### config.mk
export PLATFORM = sky130hd
export DESIGN_NAME = linear_probe_hash_table
export DESIGN_NICKNAME = d
export VERILOG_FILES = /design/src/hdl/lpht_pkg.sv /design/src/hdl/lpht_front.sv /design/src/hdl/lpht_queue.sv /design/src/hdl/lpht_back.sv /design/src/hdl/linear_probe_hash_table.sv
export SDC_FILE = /design/constraint.sdc
export NUM_CORES = 1
export LEC_CHECK = 0
export CAP_MARGIN = 20
export CORE_MARGIN = 5
export CORE_UTILIZATION = 45
export DETAILED_ROUTE_END_ITERATION = 8
export DONT_BUFFER_PORTS = 1
export GPL_TIMING_DRIVEN = 1
export PLACE_DENSITY = 0.6
export SKIP_CTS_REPAIR_TIMING = 1
export SKIP_LAST_GASP = 1
export SLEW_MARGIN = 20
export SYNTH_ARGS = -nofsm -noshare
export SYNTH_HDL_FRONTEND = slang
export SYNTH_SLANG_ARGS = --single-unit
### constraint.sdc
create_clock -name clk -period 4.5 [get_ports clk]
set_clock_uncertainty 0.1 [all_clocks]
set_input_delay 0.225 -clock clk [delete_from_list [all_inputs] [get_ports clk]]
set_output_delay 0.225 -clock clk [all_outputs]
set_load 0.01 [all_outputs]
### src/hdl/lpht_pkg.sv
// ----------------------------------------------------------------------------
// lpht_pkg
// Shared types, constants and helpers of the linear probing hash table.
// ----------------------------------------------------------------------------
`default_nettype none

package lpht_pkg;

  localparam int TABLE_DEPTH = 64;
  localparam int IDX_W       = $clog2(TABLE_DEPTH);
  localparam int N_W         = $clog2(TABLE_DEPTH + 1);
  localparam int KEY_W       = 10;
  localparam int SLOT_W      = 6;
  localparam int STATUS_W    = 2;
  localparam int CFG_W       = 7;
  localparam int ADDR_W      = 3;
  localparam int DATA_W      = 32;

  localparam logic [CFG_W-1:0] TABLE_SIZE_RESET = 7'd40;

  localparam logic REQ_INSERT = 1'b0;
  localparam logic REQ_SEARCH = 1'b1;

  localparam logic [STATUS_W-1:0] ST_INSERTED  = 2'd0;
  localparam logic [STATUS_W-1:0] ST_FOUND     = 2'd1;
  localparam logic [STATUS_W-1:0] ST_NOT_FOUND = 2'd2;
  localparam logic [STATUS_W-1:0] ST_OVERFLOW  = 2'd3;

  localparam logic REG_TABLE_SIZE = 1'b0;

  typedef struct packed {
    logic             is_search;
    logic [KEY_W-1:0] key;
    logic [IDX_W-1:0] home;
    logic [N_W-1:0]   n;
  } req_t;

  function automatic logic [N_W-1:0] live_size(input logic [CFG_W-1:0] ts);
    logic [N_W-1:0] n;
    if (ts == '0) begin
      n = N_W'(1);
    end else if (int'(ts) > TABLE_DEPTH) begin
      n = N_W'(TABLE_DEPTH);
    end else begin
      n = N_W'(ts);
    end
    return n;
  endfunction

endpackage

`default_nettype wire

### src/hdl/lpht_front.sv
// ----------------------------------------------------------------------------
// lpht_front
// Accepts requests and computes the home slot, key mod size, one bit a cycle.
// ----------------------------------------------------------------------------
`default_nettype none

module lpht_front (
  input  wire logic                        clk,
  input  wire logic                        rst,
  input  wire logic                        push,
  output logic                             full,
  input  wire logic                        req_type,
  input  wire logic [lpht_pkg::KEY_W-1:0]  key,
  input  wire logic [lpht_pkg::CFG_W-1:0]  table_size,
  output logic                             q_push,
  input  wire logic                        q_full,
  output lpht_pkg::req_t                   q_data
);

  typedef enum logic [1:0] {
    S_IDLE,
    S_DIV,
    S_PUSH
  } state_t;

  localparam int STEP_W = $clog2(lpht_pkg::KEY_W);

  state_t                      state;
  logic                        is_search;
  logic [lpht_pkg::KEY_W-1:0]  key_q;
  logic [lpht_pkg::KEY_W-1:0]  kshift;
  logic [lpht_pkg::N_W-1:0]    n;
  logic [lpht_pkg::N_W-1:0]    rem;
  logic [STEP_W-1:0]           step;
  logic [lpht_pkg::N_W:0]      sh;
  logic [lpht_pkg::N_W-1:0]    rem_next;

  always_comb begin
    sh = {rem, kshift[lpht_pkg::KEY_W-1]};
    if (sh >= {1'b0, n}) begin
      rem_next = lpht_pkg::N_W'(sh - {1'b0, n});
    end else begin
      rem_next = lpht_pkg::N_W'(sh);
    end
  end

  assign full   = (state != S_IDLE);
  assign q_push = (state == S_PUSH);
  assign q_data = '{is_search: is_search, key: key_q,
                    home: lpht_pkg::IDX_W'(rem), n: n};

  always_ff @(posedge clk) begin
    if (rst) begin
      state <= S_IDLE;
    end else begin
      unique case (state)
        S_IDLE: begin
          if (push) begin
            is_search <= req_type;
            key_q     <= key;
            kshift    <= key;
            n         <= lpht_pkg::live_size(table_size);
            rem       <= '0;
            step      <= '0;
            state     <= S_DIV;
          end
        end
        S_DIV: begin
          rem    <= rem_next;
          kshift <= {kshift[lpht_pkg::KEY_W-2:0], 1'b0};
          step   <= step + STEP_W'(1);
          if (step == STEP_W'(lpht_pkg::KEY_W - 1)) begin
            state <= S_PUSH;
          end
        end
        S_PUSH: begin
          if (!q_full) begin
            state <= S_IDLE;
          end
        end
        default: state <= S_IDLE;
      endcase
    end
  end

`ifndef SYNTH
  a_rem_below_n: assert property (@(posedge clk) disable iff (rst)
    (state == S_DIV || state == S_PUSH) |-> (rem < n))
    else $error("front: remainder not below modulus");
  a_n_nonzero: assert property (@(posedge clk) disable iff (rst)
    (state != S_IDLE) |-> (n != '0))
    else $error("front: zero modulus");
  a_push_after_div: assert property (@(posedge clk) disable iff (rst)
    (state == S_PUSH) && !$past(state == S_PUSH) |-> $past(state == S_DIV))
    else $error("front: push without divide");
`endif

endmodule

`default_nettype wire

### src/hdl/lpht_queue.sv
// ----------------------------------------------------------------------------
// lpht_queue
// Two-entry request queue between the front and the probe engine.
// ----------------------------------------------------------------------------
`default_nettype none

module lpht_queue (
  input  wire logic   clk,
  input  wire logic   rst,
  input  wire logic   wr_en,
  input  wire lpht_pkg::req_t wr_data,
  output logic        full,
  input  wire logic   rd_en,
  output logic        valid,
  output lpht_pkg::req_t rd_data
);

  lpht_pkg::req_t entry [2];
  logic           wr_ptr;
  logic           rd_ptr;
  logic [1:0]     count;
  logic           do_wr;
  logic           do_rd;

  assign full    = (count == 2'd2);
  assign valid   = (count != 2'd0);
  assign rd_data = entry[rd_ptr];
  assign do_wr   = wr_en && !full;
  assign do_rd   = rd_en && valid;

  always_ff @(posedge clk) begin
    if (do_wr) begin
      entry[wr_ptr] <= wr_data;
    end
  end

  always_ff @(posedge clk) begin
    if (rst) begin
      wr_ptr <= 1'b0;
      rd_ptr <= 1'b0;
      count  <= 2'd0;
    end else begin
      if (do_wr) begin
        wr_ptr <= !wr_ptr;
      end
      if (do_rd) begin
        rd_ptr <= !rd_ptr;
      end
      count <= count + 2'(do_wr) - 2'(do_rd);
    end
  end

`ifndef SYNTH
  a_ptr_count: assert property (@(posedge clk) disable iff (rst)
    (count == 2'd0 || count == 2'd2) |-> (wr_ptr == rd_ptr))
    else $error("queue: pointers disagree with count");
  a_count_max: assert property (@(posedge clk) disable iff (rst)
    count != 2'd3)
    else $error("queue: count overrun");
  a_one_ptr: assert property (@(posedge clk) disable iff (rst)
    (count == 2'd1) |-> (wr_ptr != rd_ptr))
    else $error("queue: single entry pointers equal");
`endif

endmodule

`default_nettype wire

### src/hdl/lpht_back.sv
// ----------------------------------------------------------------------------
// lpht_back
// Probe engine: walks the slots from the home slot and holds the result beat.
// ----------------------------------------------------------------------------
`default_nettype none

module lpht_back (
  input  wire logic                           clk,
  input  wire logic                           rst,
  input  wire logic                           q_valid,
  input  wire lpht_pkg::req_t                 q_data,
  output logic                                q_pop,
  output logic                                empty,
  input  wire logic                           pop,
  output logic [lpht_pkg::STATUS_W-1:0]       status,
  output logic [lpht_pkg::SLOT_W-1:0]         slot
);

  typedef enum logic [1:0] {
    S_IDLE,
    S_PROBE,
    S_FINISH
  } state_t;

  localparam int IW = lpht_pkg::IDX_W;
  localparam int NW = lpht_pkg::N_W;

  state_t                           state;
  lpht_pkg::req_t                   cur;
  logic [IW-1:0]                    ipos;
  logic [IW-1:0]                    cnt;
  logic                             cvalid;
  logic [lpht_pkg::KEY_W-1:0]       rd_key;
  logic                             rd_used;
  logic [IW-1:0]                    rd_pos;
  logic [lpht_pkg::TABLE_DEPTH-1:0] slot_used;
  logic [lpht_pkg::KEY_W-1:0]       slot_key [lpht_pkg::TABLE_DEPTH];
  logic                             res_valid;
  logic [lpht_pkg::STATUS_W-1:0]    fin_status;
  logic [lpht_pkg::SLOT_W-1:0]      fin_slot;

  logic                             hit_free;
  logic                             hit_key;
  logic                             last;
  logic                             done;
  logic                             mem_we;
  logic [NW-1:0]                    ipos_inc;
  logic [IW-1:0]                    ipos_next;
  logic [lpht_pkg::STATUS_W-1:0]    done_status;
  logic [lpht_pkg::SLOT_W-1:0]      done_slot;

  always_comb begin
    hit_free  = cvalid && !rd_used;
    hit_key   = cvalid && rd_used && cur.is_search && (rd_key == cur.key);
    last      = cvalid && ((NW'(cnt) + NW'(1)) == cur.n);
    done      = hit_free || hit_key || last;
    mem_we    = (state == S_PROBE) && hit_free && !cur.is_search;
    ipos_inc  = NW'(ipos) + NW'(1);
    ipos_next = (ipos_inc == cur.n) ? '0 : IW'(ipos_inc);
    priority if (hit_free) begin
      done_status = cur.is_search ? lpht_pkg::ST_NOT_FOUND : lpht_pkg::ST_INSERTED;
      done_slot   = cur.is_search ? '0 : lpht_pkg::SLOT_W'(rd_pos);
    end else if (hit_key) begin
      done_status = lpht_pkg::ST_FOUND;
      done_slot   = lpht_pkg::SLOT_W'(rd_pos);
    end else begin
      done_status = cur.is_search ? lpht_pkg::ST_NOT_FOUND : lpht_pkg::ST_OVERFLOW;
      done_slot   = '0;
    end
  end

  assign q_pop  = (state == S_IDLE) && q_valid;
  assign empty  = !res_valid;

  always_ff @(posedge clk) begin
    if (mem_we) begin
      slot_key[rd_pos] <= cur.key;
    end
    rd_key <= slot_key[ipos];
  end

  always_ff @(posedge clk) begin
    if (rst) begin
      state     <= S_IDLE;
      cvalid    <= 1'b0;
      res_valid <= 1'b0;
      slot_used <= '0;
    end else begin
      if (state == S_FINISH && (!res_valid || pop)) begin
        res_valid <= 1'b1;
      end else if (pop && res_valid) begin
        res_valid <= 1'b0;
      end
      unique case (state)
        S_IDLE: begin
          if (q_valid) begin
            cur    <= q_data;
            ipos   <= q_data.home;
            cnt    <= '0;
            cvalid <= 1'b0;
            state  <= S_PROBE;
          end
        end
        S_PROBE: begin
          rd_used <= slot_used[ipos];
          rd_pos  <= ipos;
          ipos    <= ipos_next;
          cvalid  <= !done;
          if (cvalid) begin
            cnt <= cnt + IW'(1);
          end
          if (done) begin
            if (mem_we) begin
              slot_used[rd_pos] <= 1'b1;
            end
            fin_status <= done_status;
            fin_slot   <= done_slot;
            state      <= S_FINISH;
          end
        end
        S_FINISH: begin
          if (!res_valid || pop) begin
            status    <= fin_status;
            slot      <= fin_slot;
            state     <= S_IDLE;
          end
        end
        default: state <= S_IDLE;
      endcase
    end
  end

`ifndef SYNTH
  a_zero_slot: assert property (@(posedge clk) disable iff (rst)
    res_valid && (status == lpht_pkg::ST_NOT_FOUND || status == lpht_pkg::ST_OVERFLOW)
    |-> (slot == '0))
    else $error("back: nonzero slot on miss");
  a_insert_marks: assert property (@(posedge clk) disable iff (rst)
    mem_we |=> slot_used[$past(rd_pos)])
    else $error("back: insert left slot unused");
  a_cnt_range: assert property (@(posedge clk) disable iff (rst)
    (state == S_PROBE) |-> (NW'(cnt) < cur.n))
    else $error("back: probe count past size");
  a_ipos_range: assert property (@(posedge clk) disable iff (rst)
    (state == S_PROBE) |-> (NW'(ipos) < cur.n))
    else $error("back: probe position past size");
`endif

endmodule

`default_nettype wire

### src/hdl/linear_probe_hash_table.sv
// ----------------------------------------------------------------------------
// linear_probe_hash_table
// Open-addressing hash table with linear probing over up to 64 slots.
//
// Requests enter through a queue-style port: a beat is taken when push is
// high and full is low; req_type selects insert or search of key. Results
// leave the same way: status and slot are valid while empty is low and the
// beat is taken when pop is high. One result per request, in order.
// table_size is written over the APB-style port at byte addresses 0 to 3.
// The front takes a request, computes key mod size (one key bit a cycle)
// and hands it to a two-entry queue; it takes no new request until then.
// The probe engine reads one slot a cycle from the key memory and takes
// the next request from the queue only after the last one's result has
// moved to the output registers.
// The engine keeps running while a result waits to be popped, up to one
// finished result held inside; the front keeps accepting into the queue.
// Reset clears all used marks at once, empties the queues and sets
// table_size to 40; stored keys need no clearing.
// ----------------------------------------------------------------------------
`default_nettype none

module linear_probe_hash_table (
  input  wire logic                               clk,
  input  wire logic                               rst,
  input  wire logic                               push,
  output logic                                    full,
  input  wire logic                               req_type,
  input  wire logic [lpht_pkg::KEY_W-1:0]         key,
  output logic                                    empty,
  input  wire logic                               pop,
  output logic [lpht_pkg::STATUS_W-1:0]           status,
  output logic [lpht_pkg::SLOT_W-1:0]             slot,
  input  wire logic                               psel,
  input  wire logic                               penable,
  input  wire logic                               pwrite,
  input  wire logic [lpht_pkg::ADDR_W-1:0]        paddr,
  input  wire logic [lpht_pkg::DATA_W-1:0]        pwdata,
  output logic [lpht_pkg::DATA_W-1:0]             prdata,
  output logic                                    pready
);

  logic [lpht_pkg::CFG_W-1:0] table_size;
  logic                       q_push;
  logic                       q_full;
  logic                       q_valid;
  logic                       q_pop;
  lpht_pkg::req_t             q_wr_data;
  lpht_pkg::req_t             q_rd_data;
  logic                       reg_sel;

  assign pready  = 1'b1;
  assign reg_sel = (paddr[lpht_pkg::ADDR_W-1] == lpht_pkg::REG_TABLE_SIZE);
  assign prdata  = reg_sel ? lpht_pkg::DATA_W'(table_size) : '0;

  always_ff @(posedge clk) begin
    if (rst) begin
      table_size <= lpht_pkg::TABLE_SIZE_RESET;
    end else if (psel && penable && pwrite && pready && reg_sel) begin
      table_size <= pwdata[lpht_pkg::CFG_W-1:0];
    end
  end

  lpht_front u_front (
    .clk        (clk),
    .rst        (rst),
    .push       (push),
    .full       (full),
    .req_type   (req_type),
    .key        (key),
    .table_size (table_size),
    .q_push     (q_push),
    .q_full     (q_full),
    .q_data     (q_wr_data)
  );

  lpht_queue u_queue (
    .clk     (clk),
    .rst     (rst),
    .wr_en   (q_push),
    .wr_data (q_wr_data),
    .full    (q_full),
    .rd_en   (q_pop),
    .valid   (q_valid),
    .rd_data (q_rd_data)
  );

  lpht_back u_back (
    .clk     (clk),
    .rst     (rst),
    .q_valid (q_valid),
    .q_data  (q_rd_data),
    .q_pop   (q_pop),
    .empty   (empty),
    .pop     (pop),
    .status  (status),
    .slot    (slot)
  );

endmodule

`default_nettype wire
==> metrics.md, run 1 <==
| Metric | Value |
|---|---|
| Status | completed |
| Pin count of the biggest net entering global routing | 90 |
| Minimum clock period | 3.29 ns |
| Leak | between 10 and 15 nW |
| R2R Path End | u_back.slot_used[8] |
| Diode count | 0 |
| Area grow syn2layout | 13.7% |
| Dominant synthesized flop cell | edfxtp_1 |
| Cells along the critical path | nor3b_1 -> and3_1 -> nand2_1 -> nor2_1 -> nor2_1 -> nor2_1 -> dlygate4sd3_1 |
| Highest cell delay on the worst timing path | around 0.9 ns |
| DP Worst Slack | between 1 and 1.5 ns |
| GRT Overall Usage | 0.180 |
| CP Capture Type | flop |
| Synth Area per Inst | 18.7 µm² |
| Hold Path End | u_front.is_search |
| Initial drt markers | around 1600 |
| Flops & latches, synth | around 870 |
| Post-synthesis cell type count | ~60 |
| Largest area contributor in the netlist | edfxtp_1 |
| Critical Path Stages | 7 |
| Critical path data arrival time | roughly 3.8 ns |
| Max IR drop VDD | about 0.0004 V |
| CP required | around 5 ns |
| Worst-Skew Late Latency | ~0.65 ns |
| EDFF count, synth | a little under 800 |
| DR DRC count | 0 |
| Clk pin slew, worst setup/hold paths | around 0.060 ns |
| CTS Buf Count | a little under 90 |
| Final slew viol count | 0 |
| Fmax | a little over 300 MHz |
| Power Dens Cells | 558 nW/µm² |
| Core Rows | 100 |
| Grt ovf | 0 |
| Hold depth | 2 |
| Top cells by area, synth | edfxtp_1 (69%), mux4_2 (12%), dfxtp_1 (5.4%) |
| Per-cell routed wire length | around 25 µm |
| Final Hold Fails | 0 |
| Die area | 80700 µm² |
| Unrepaired setup endpoints after global routing | no |
| Post-DP HPWL | ~45 mm |
| Initial Util | 0.454 |
| Initial antenna violation count | 0 |
| Routability congestion estimate | around 0.84 |
| Worst reg-to-reg setup slack | 1.21 ns |
| DRT Wirelength | 73.4 mm |
| # setup viols final | 0 |
| DR vias | 16700 |
| Max Cap Viol | 0 |
| Chip width | around 280 µm |
| Root Driver | clkbuf_16 |
| WHS | 0.0184 ns |
| Actual slew at the worst max-slew pin | about 1.1 ns |
| Die height | approximately 280 µm |
| Critical path's slowest cell | nor2_1 |
| Asr flop ratio synth | 0 |
| Clock Sinks | between 800 and 900 |
| Synth top area share | 0.693 |
| Synth warn | 0 |
| First-pass DRT Iterations | 5 |
| Seq. cell area | 25300 µm² |
| CTS tree | built |
| Global-route wire length before repair | around 110 mm |
| Max Root-Sink Buffers | 3 |
| Vias in the first global route | ~17000 |
| Synth Cell Area | 33800 µm² |
| Rel. slew slack | 0.249 |
| Vias per cell | around 5.7 |
| CP most frequent cell | nor2_1 |
| Setup TNS | 0 ns |
| Post-layout util | 0.516 |
| Sequential share of the synthesized area | 0.747 |
| Worst r2r path cells | 7 |
| Hold WC Path Type | in2reg |
| Period utilization | 0.731 |
| Setup crit start kind | flop |
| Final WS setup | between 1 and 1.5 ns |
| Largest delay contributor family on the critical path | simple AND/OR/NAND/NOR gates |
| Core Box Area | 74400 µm² |
| Min-delay src | push |
| WS Path Type | reg2reg |
| Layout cells sized above 1 | 0.227 |
| Crit Path Max Fanout | 11 |
| Multi-input gate area | ~8000 µm² |
| Final ANT Viol Nets | 0 |
| IO Pins | between 90 and 100 |
| Cells after synthesis | 1805 |
| H-tree depth | 3 |
| Filler cells | 5875 |
| R2r startpoint | u_back.cur[23] |
| Final net count | ~2000 |
| IO Port Bufs | 0 |
| Worst Path Buf+Inv | 1 |
synthesized netlist by cell type (5+ instances only):
cell	instances
edfxtp_1	780
nor2_1	235
mux4_2	176
dfxtp_1	92
clkbuf_1	57
a22oi_1	56
nor2b_1	38
nand2_1	36
buf_4	31
mux2_2	27
xnor2_1	24
a221oi_1	23
a22o_1	22
inv_1	19
ha_1	13
a21oi_1	12
buf_2	11
nand2b_1	11
o221ai_1	11
buf_6	10
xor2_1	10
mux2i_1	9
a211oi_1	8
buf_1	8
nand3_1	8
nand4_1	7
nor3b_1	6
a211oi_2	5
and3_1	5
nor3_1	5
o21ai_0	5
cell families (layout without fill, tap and decap cells):
| family | count (synthesis) | in the layout | synth area share |
|---|---|---|---|
| other | 2 | 26 | 0.000222 |
| buffers and inverters | 136 | 289 | 0.0212 |
| AO/OA/AOI/OAI | 155 | 155 | 0.0361 |
| XOR/XNOR | 37 | 37 | 0.0106 |
| AND/OR/NAND/NOR | 377 | 377 | 0.0506 |
| flip-flops | 872 | 872 | 0.747 |
| adder cells (fa/ha/maj) | 14 | 14 | 0.00540 |
| multiplexers | 212 | 212 | 0.129 |
layer usage:
layer / wire length (µm) / up-vias / part of all wire / track usage
met5: 0 / - / 0 / 0
met4: 2000 / 0 / 0.027 / 0.0570
met3: 4390 / 90 / 0.060 / 0.0322
met2: 33900 / 496 / 0.46 / 0.274
met1: 33100 / 8798 / 0.45 / 0.268
li1: - / 7349 / - / -
state kept, by name (all words and copies together), names as in the netlist, 4 cells and up, named ones only:
signal	count
u_back.cur	18
u_back.cnt	6
u_front.n	7
u_queue.entry	48
u_front.key_q	10
u_back.slot_key	640
table_size	7
u_back.slot	6
u_back.rd_pos	6
u_front.rem	7
u_back.slot_used	64
u_back.fin_slot	6
u_back.ipos	6
u_front.kshift	10
u_front.step	4
u_back.rd_key	10
area by class of cell:
type / count / share of cell area
Timing Repair Buffer: 102 / 0.0256
Clock inverter: 49 / 0.0127
Multi-Input combinational cell: 821 / 0.208
Tap cell: 969 / 0.0315
Inverter: 19 / 0.00186
Sequential cell: 872 / 0.657
Clock buffer: 119 / 0.0630
metrics by stage:
stage          instances  total power [mW]  cell area [µm²]
2_1_floorplan       1829              12.8            33900
3_3_place_gp        2757              14.2            35200
3_5_place_dp        2758              14.3            35200
4_1_cts             2926              21.6            38200
5_1_grt             2951              22.3            38400
6_report            2951              21.4            38400
report_power, final:
group          switching [mW]  internal [mW]
Sequential              0.278           9.42
Combinational            2.62           1.84
Clock                    3.05           4.22
worst max-delay path by stage:
stage / start / endpoint / slack [ns]
after floorplan: u_back.cur[18] / u_back.fin_slot[0] / 1.66
after global placement: u_back.ipos[1] / u_back.rd_key[0] / 1.21
after detailed placement: u_back.ipos[0] / u_back.rd_used / 1.25
after CTS: u_back.ipos[0] / u_back.rd_used / 1.25
after global routing: u_back.cvalid / u_back.slot_used[8] / 1.04
final: u_back.cur[23] / u_back.slot_used[8] / 1.21
cell usage in the layout (no fill, tap or decap), types with 9 or more instances in the layout:
cell	Yosys	layout
edfxtp_1	780	780
nor2_1	235	224
mux4_2	176	176
clkbuf_16	0	91
dfxtp_1	92	91
buf_4	31	67
a22oi_1	56	56
nand2_1	36	36
nor2b_1	38	35
mux2_2	27	27
conb_1	2	26
xnor2_1	24	24
clkbuf_1	57	24
a221oi_1	23	23
a22o_1	22	22
dlygate4sd3_1	0	22
inv_1	19	19
clkinv_2	0	14
ha_1	13	13
a21oi_1	12	12
nand2b_1	11	11
o221ai_1	11	11
nor2_2	1	11
clkinv_1	0	11
buf_12	0	11
xor2_1	10	10
mux2i_1	9	9
clkinvlp_4	0	9
worst reg2reg max path, stage by stage (launching register included):
cell	delay (ns)
edfxtp_1	0.47
nor3b_1	0.33
and3_1	0.37
nand2_1	0.32
nor2_1	0.88
nor2_1	0.08
nor2_1	0.13
dlygate4sd3_1	0.56
(Power assumes the default switching activity.)
==> run 2, diff against run 1 <==
--- a/config.mk
+++ b/config.mk
@@ -11,7 +11,7 @@
 export DETAILED_ROUTE_END_ITERATION = 8
 export DONT_BUFFER_PORTS = 1
 export GPL_TIMING_DRIVEN = 1
-export PLACE_DENSITY = 0.6
+export PLACE_DENSITY = 0.62
 export SKIP_CTS_REPAIR_TIMING = 1
 export SKIP_LAST_GASP = 1
 export SLEW_MARGIN = 20
==> constraint.sdc (replaced) <==
create_clock -name clk -period 2.9 [get_ports clk]
set_clock_uncertainty 0.1 [all_clocks]
set_input_delay 0.145 -clock clk [delete_from_list [all_inputs] [get_ports clk]]
set_output_delay 0.145 -clock clk [all_outputs]
set_load 0.01 [all_outputs]
==> run 2 against run 1 <==
Effect of this change: the run now ends with negative hold slack left; non-clock buffer count up 83; sequential share of layout area is 1.2 points lower; register-to-register slack lost 0.99 ns; first-iteration DRC count decreased by 4.0%; sequential power up 55%; core utilization increased by 0.99 points; via count increased by 1.9%.
==> metrics.md, run 2 (synthesis results as in run 1) <==
| Metric | Value |
|---|---|
| Global-route wire length before repair | around 110 mm |
| Most common cell after layout, fill and taps aside | edfxtp_1 |
| CTS tree | built |
| Max Cap Viol | 0 |
| Setup TNS | 0 ns |
| Vias per cell | about 5.6 |
| Routability congestion estimate | about 0.86 |
| Worst-Skew Late Latency | around 0.64 ns |
| # setup viols final | 0 |
| Cells along the critical path | ha_1 -> fa_1 -> nor2b_1 -> o31ai_1 -> a21oi_1 -> nor2_2 -> or3b_2 -> a21oi_1 |
| Max Root-Sink Buffers | 3 |
| Max IR drop VDD | around 0.00053 V |
| Violated checks | negative hold slack |
| Largest register FFs | between 600 and 700 |
| WS Path Type | reg2reg |
| Filler cells | 5778 |
| Die area | 80700 µm² |
| Final net count | between 2000 and 2500 |
| Initial drt markers | roughly 1600 |
| Grt peak-use layer | met2 |
| GR Util met2 | 0.286 |
| Die height | roughly 280 µm |
| Leak | ~13 nW |
| Hold WC Path Type | in2reg |
| Clk pin slew, worst setup/hold paths | about 0.06 ns |
| H-tree depth | 3 |
| Root Driver | clkbuf_16 |
| DR DRC count | 0 |
| DR vias | approximately 17000 |
| DRT Wirelength | about 73 mm |
| Unrepaired setup endpoints after global routing | no |
| Critical path data arrival time | slightly above 3 ns |
| Switching share of total power | 0.270 |
| Total chip power | 34.1 mW |
| Pin count of the biggest net entering global routing | 90 |
| Most frequent cells in the layout | edfxtp_1 (780), nor2_1 (234), mux4_2 (176), buf_4 (147) |
| Worst Path Buf+Inv | 0 |
| Fmax | roughly 370 MHz |
| Area grow syn2layout | 15.9% |
| Sw Pwr | between 9 and 10 mW |
| Regs by FF count | u_back.slot_key x640, u_back.slot_used x64, u_queue.entry x48 |
| Setup crit start kind | flop |
| Per-cell routed wire length | approximately 24 µm |
| Clock share of power | 0.343 |
| WHS | -0.0157 ns |
| Actual slew at the worst max-slew pin | around 0.89 ns |
| CP most frequent cell | a21oi_1 |
| CP Capture Type | flop |
| Post-DP HPWL | ~45 mm |
| Period utilization | 0.925 |
| First-pass DRT Iterations | 5 |
| Diode count | 0 |
| Layout cells sized above 1 | 0.249 |
| IO Pins | 96 |
| Vias in the first global route | ~17000 |
| Largest delay contributor family on the critical path | simple AND/OR/NAND/NOR gates |
| IO Port Bufs | 0 |
| Worst reg-to-reg setup slack | around 0.22 ns |
| Core Rows | 100 |
| Met3 GRT Util | 0.0259 |
| Status | complete, but fails checks |
| CP required | ~3.3 ns |
| Power Dens Cells | a little under 900 nW/µm² |
| Clock Sinks | ~870 |
| Internal cell power | ~25 mW |
| Final Hold Fails | 4 |
| Crit Path Max Fanout | 9 |
| Initial Util | 0.454 |
| Highest cell delay on the worst timing path | 0.49 ns |
| Flop pwr share | 0.438 |
| Final slew viol count | 0 |
| Critical path's slowest cell | or3b_2 |
| CTS Buf Count | between 80 and 90 |
| Core Box Area | between 70000 and 80000 µm² |
| Combinational share of power | 0.219 |
| Initial antenna violation count | 1 |
| Rel. slew slack | 0.408 |
| Chip width | ~280 µm |
| GRT Overall Usage | 0.180 |
| Final ANT Viol Nets | 0 |
| GR Util met1 | 0.265 |
| Minimum clock period | 2.68 ns |
| Register name with the most flops | u_back.slot_key |
| Grt ovf | 0 |
-- run 2: cell count changes in the layout (fill, tap and decap cells not counted), moves of 2 or more --
| cell | change |
|---|---|
| nor2_1 | +10 |
| clkbuf_1 | -2 |
| clkinvlp_4 | -6 |
| buf_12 | +2 |
| clkinv_2 | -3 |
| clkinv_1 | +7 |
| clkinv_8 | -2 |
| buf_4 | +80 |
| bufinv_16 | +5 |
| dlygate4sd3_1 | +2 |
| nor2_2 | -10 |
-- run 2: stage by stage --
step	setup slack, ns	utilization	instance area, µm²	cells
floorplan	0.0592	-	33900	1829
global placement	0.248	0.482	35900	2841
detailed placement	0.234	0.482	35900	2841
CTS	0.222	0.523	38900	3009
global route	0.0297	0.526	39200	3034
finish	0.217	0.526	39200	3034
-- run 2: per-layer routing --
layer  vias up  part of all wire
li1       7512                 -
met4         0             0.021
met1      8849              0.43
met5         -                 0
met2       585              0.48
met3        97             0.066
-- run 2: power by group through the flow --
stage	logic (mW)	registers [mW]	clock network, mW
floorplan	4.46	15.4	0
global placement	7.43	15.2	0
detailed placement	7.55	15.2	0
CTS	7.57	14.9	11.9
global route	8.05	15.0	12.4
finish	7.49	15.0	11.7
-- run 2: worst paths after layout --
kind                       to  cells after the start            startpoint
max reg2reg    u_front.rem[5]                      8          u_front.n[0]
min reg2reg  u_back.status[0]                      0  u_back.fin_status[0]
min             table_size[1]                      3                pwrite
max            u_front.rem[5]                      8          u_front.n[0]
-- run 2: worst min-delay path: cells and delay by family --
kind          cells  cell delay [ns]
mux               1             0.13
simple gates      2             0.40
-- run 2: final cells by class --
class / count / area, µm² / area share
Sequential cell: 872 / 25300 / 0.645
Multi-Input combinational cell: 821 / 7970 / 0.203
Inverter: 19 / 71.3 / 0.00182
Clock inverter: 50 / 591 / 0.0151
Tap cell: 969 / 1210 / 0.0309
Timing Repair Buffer: 185 / 1630 / 0.0416
Clock buffer: 118 / 2440 / 0.0623
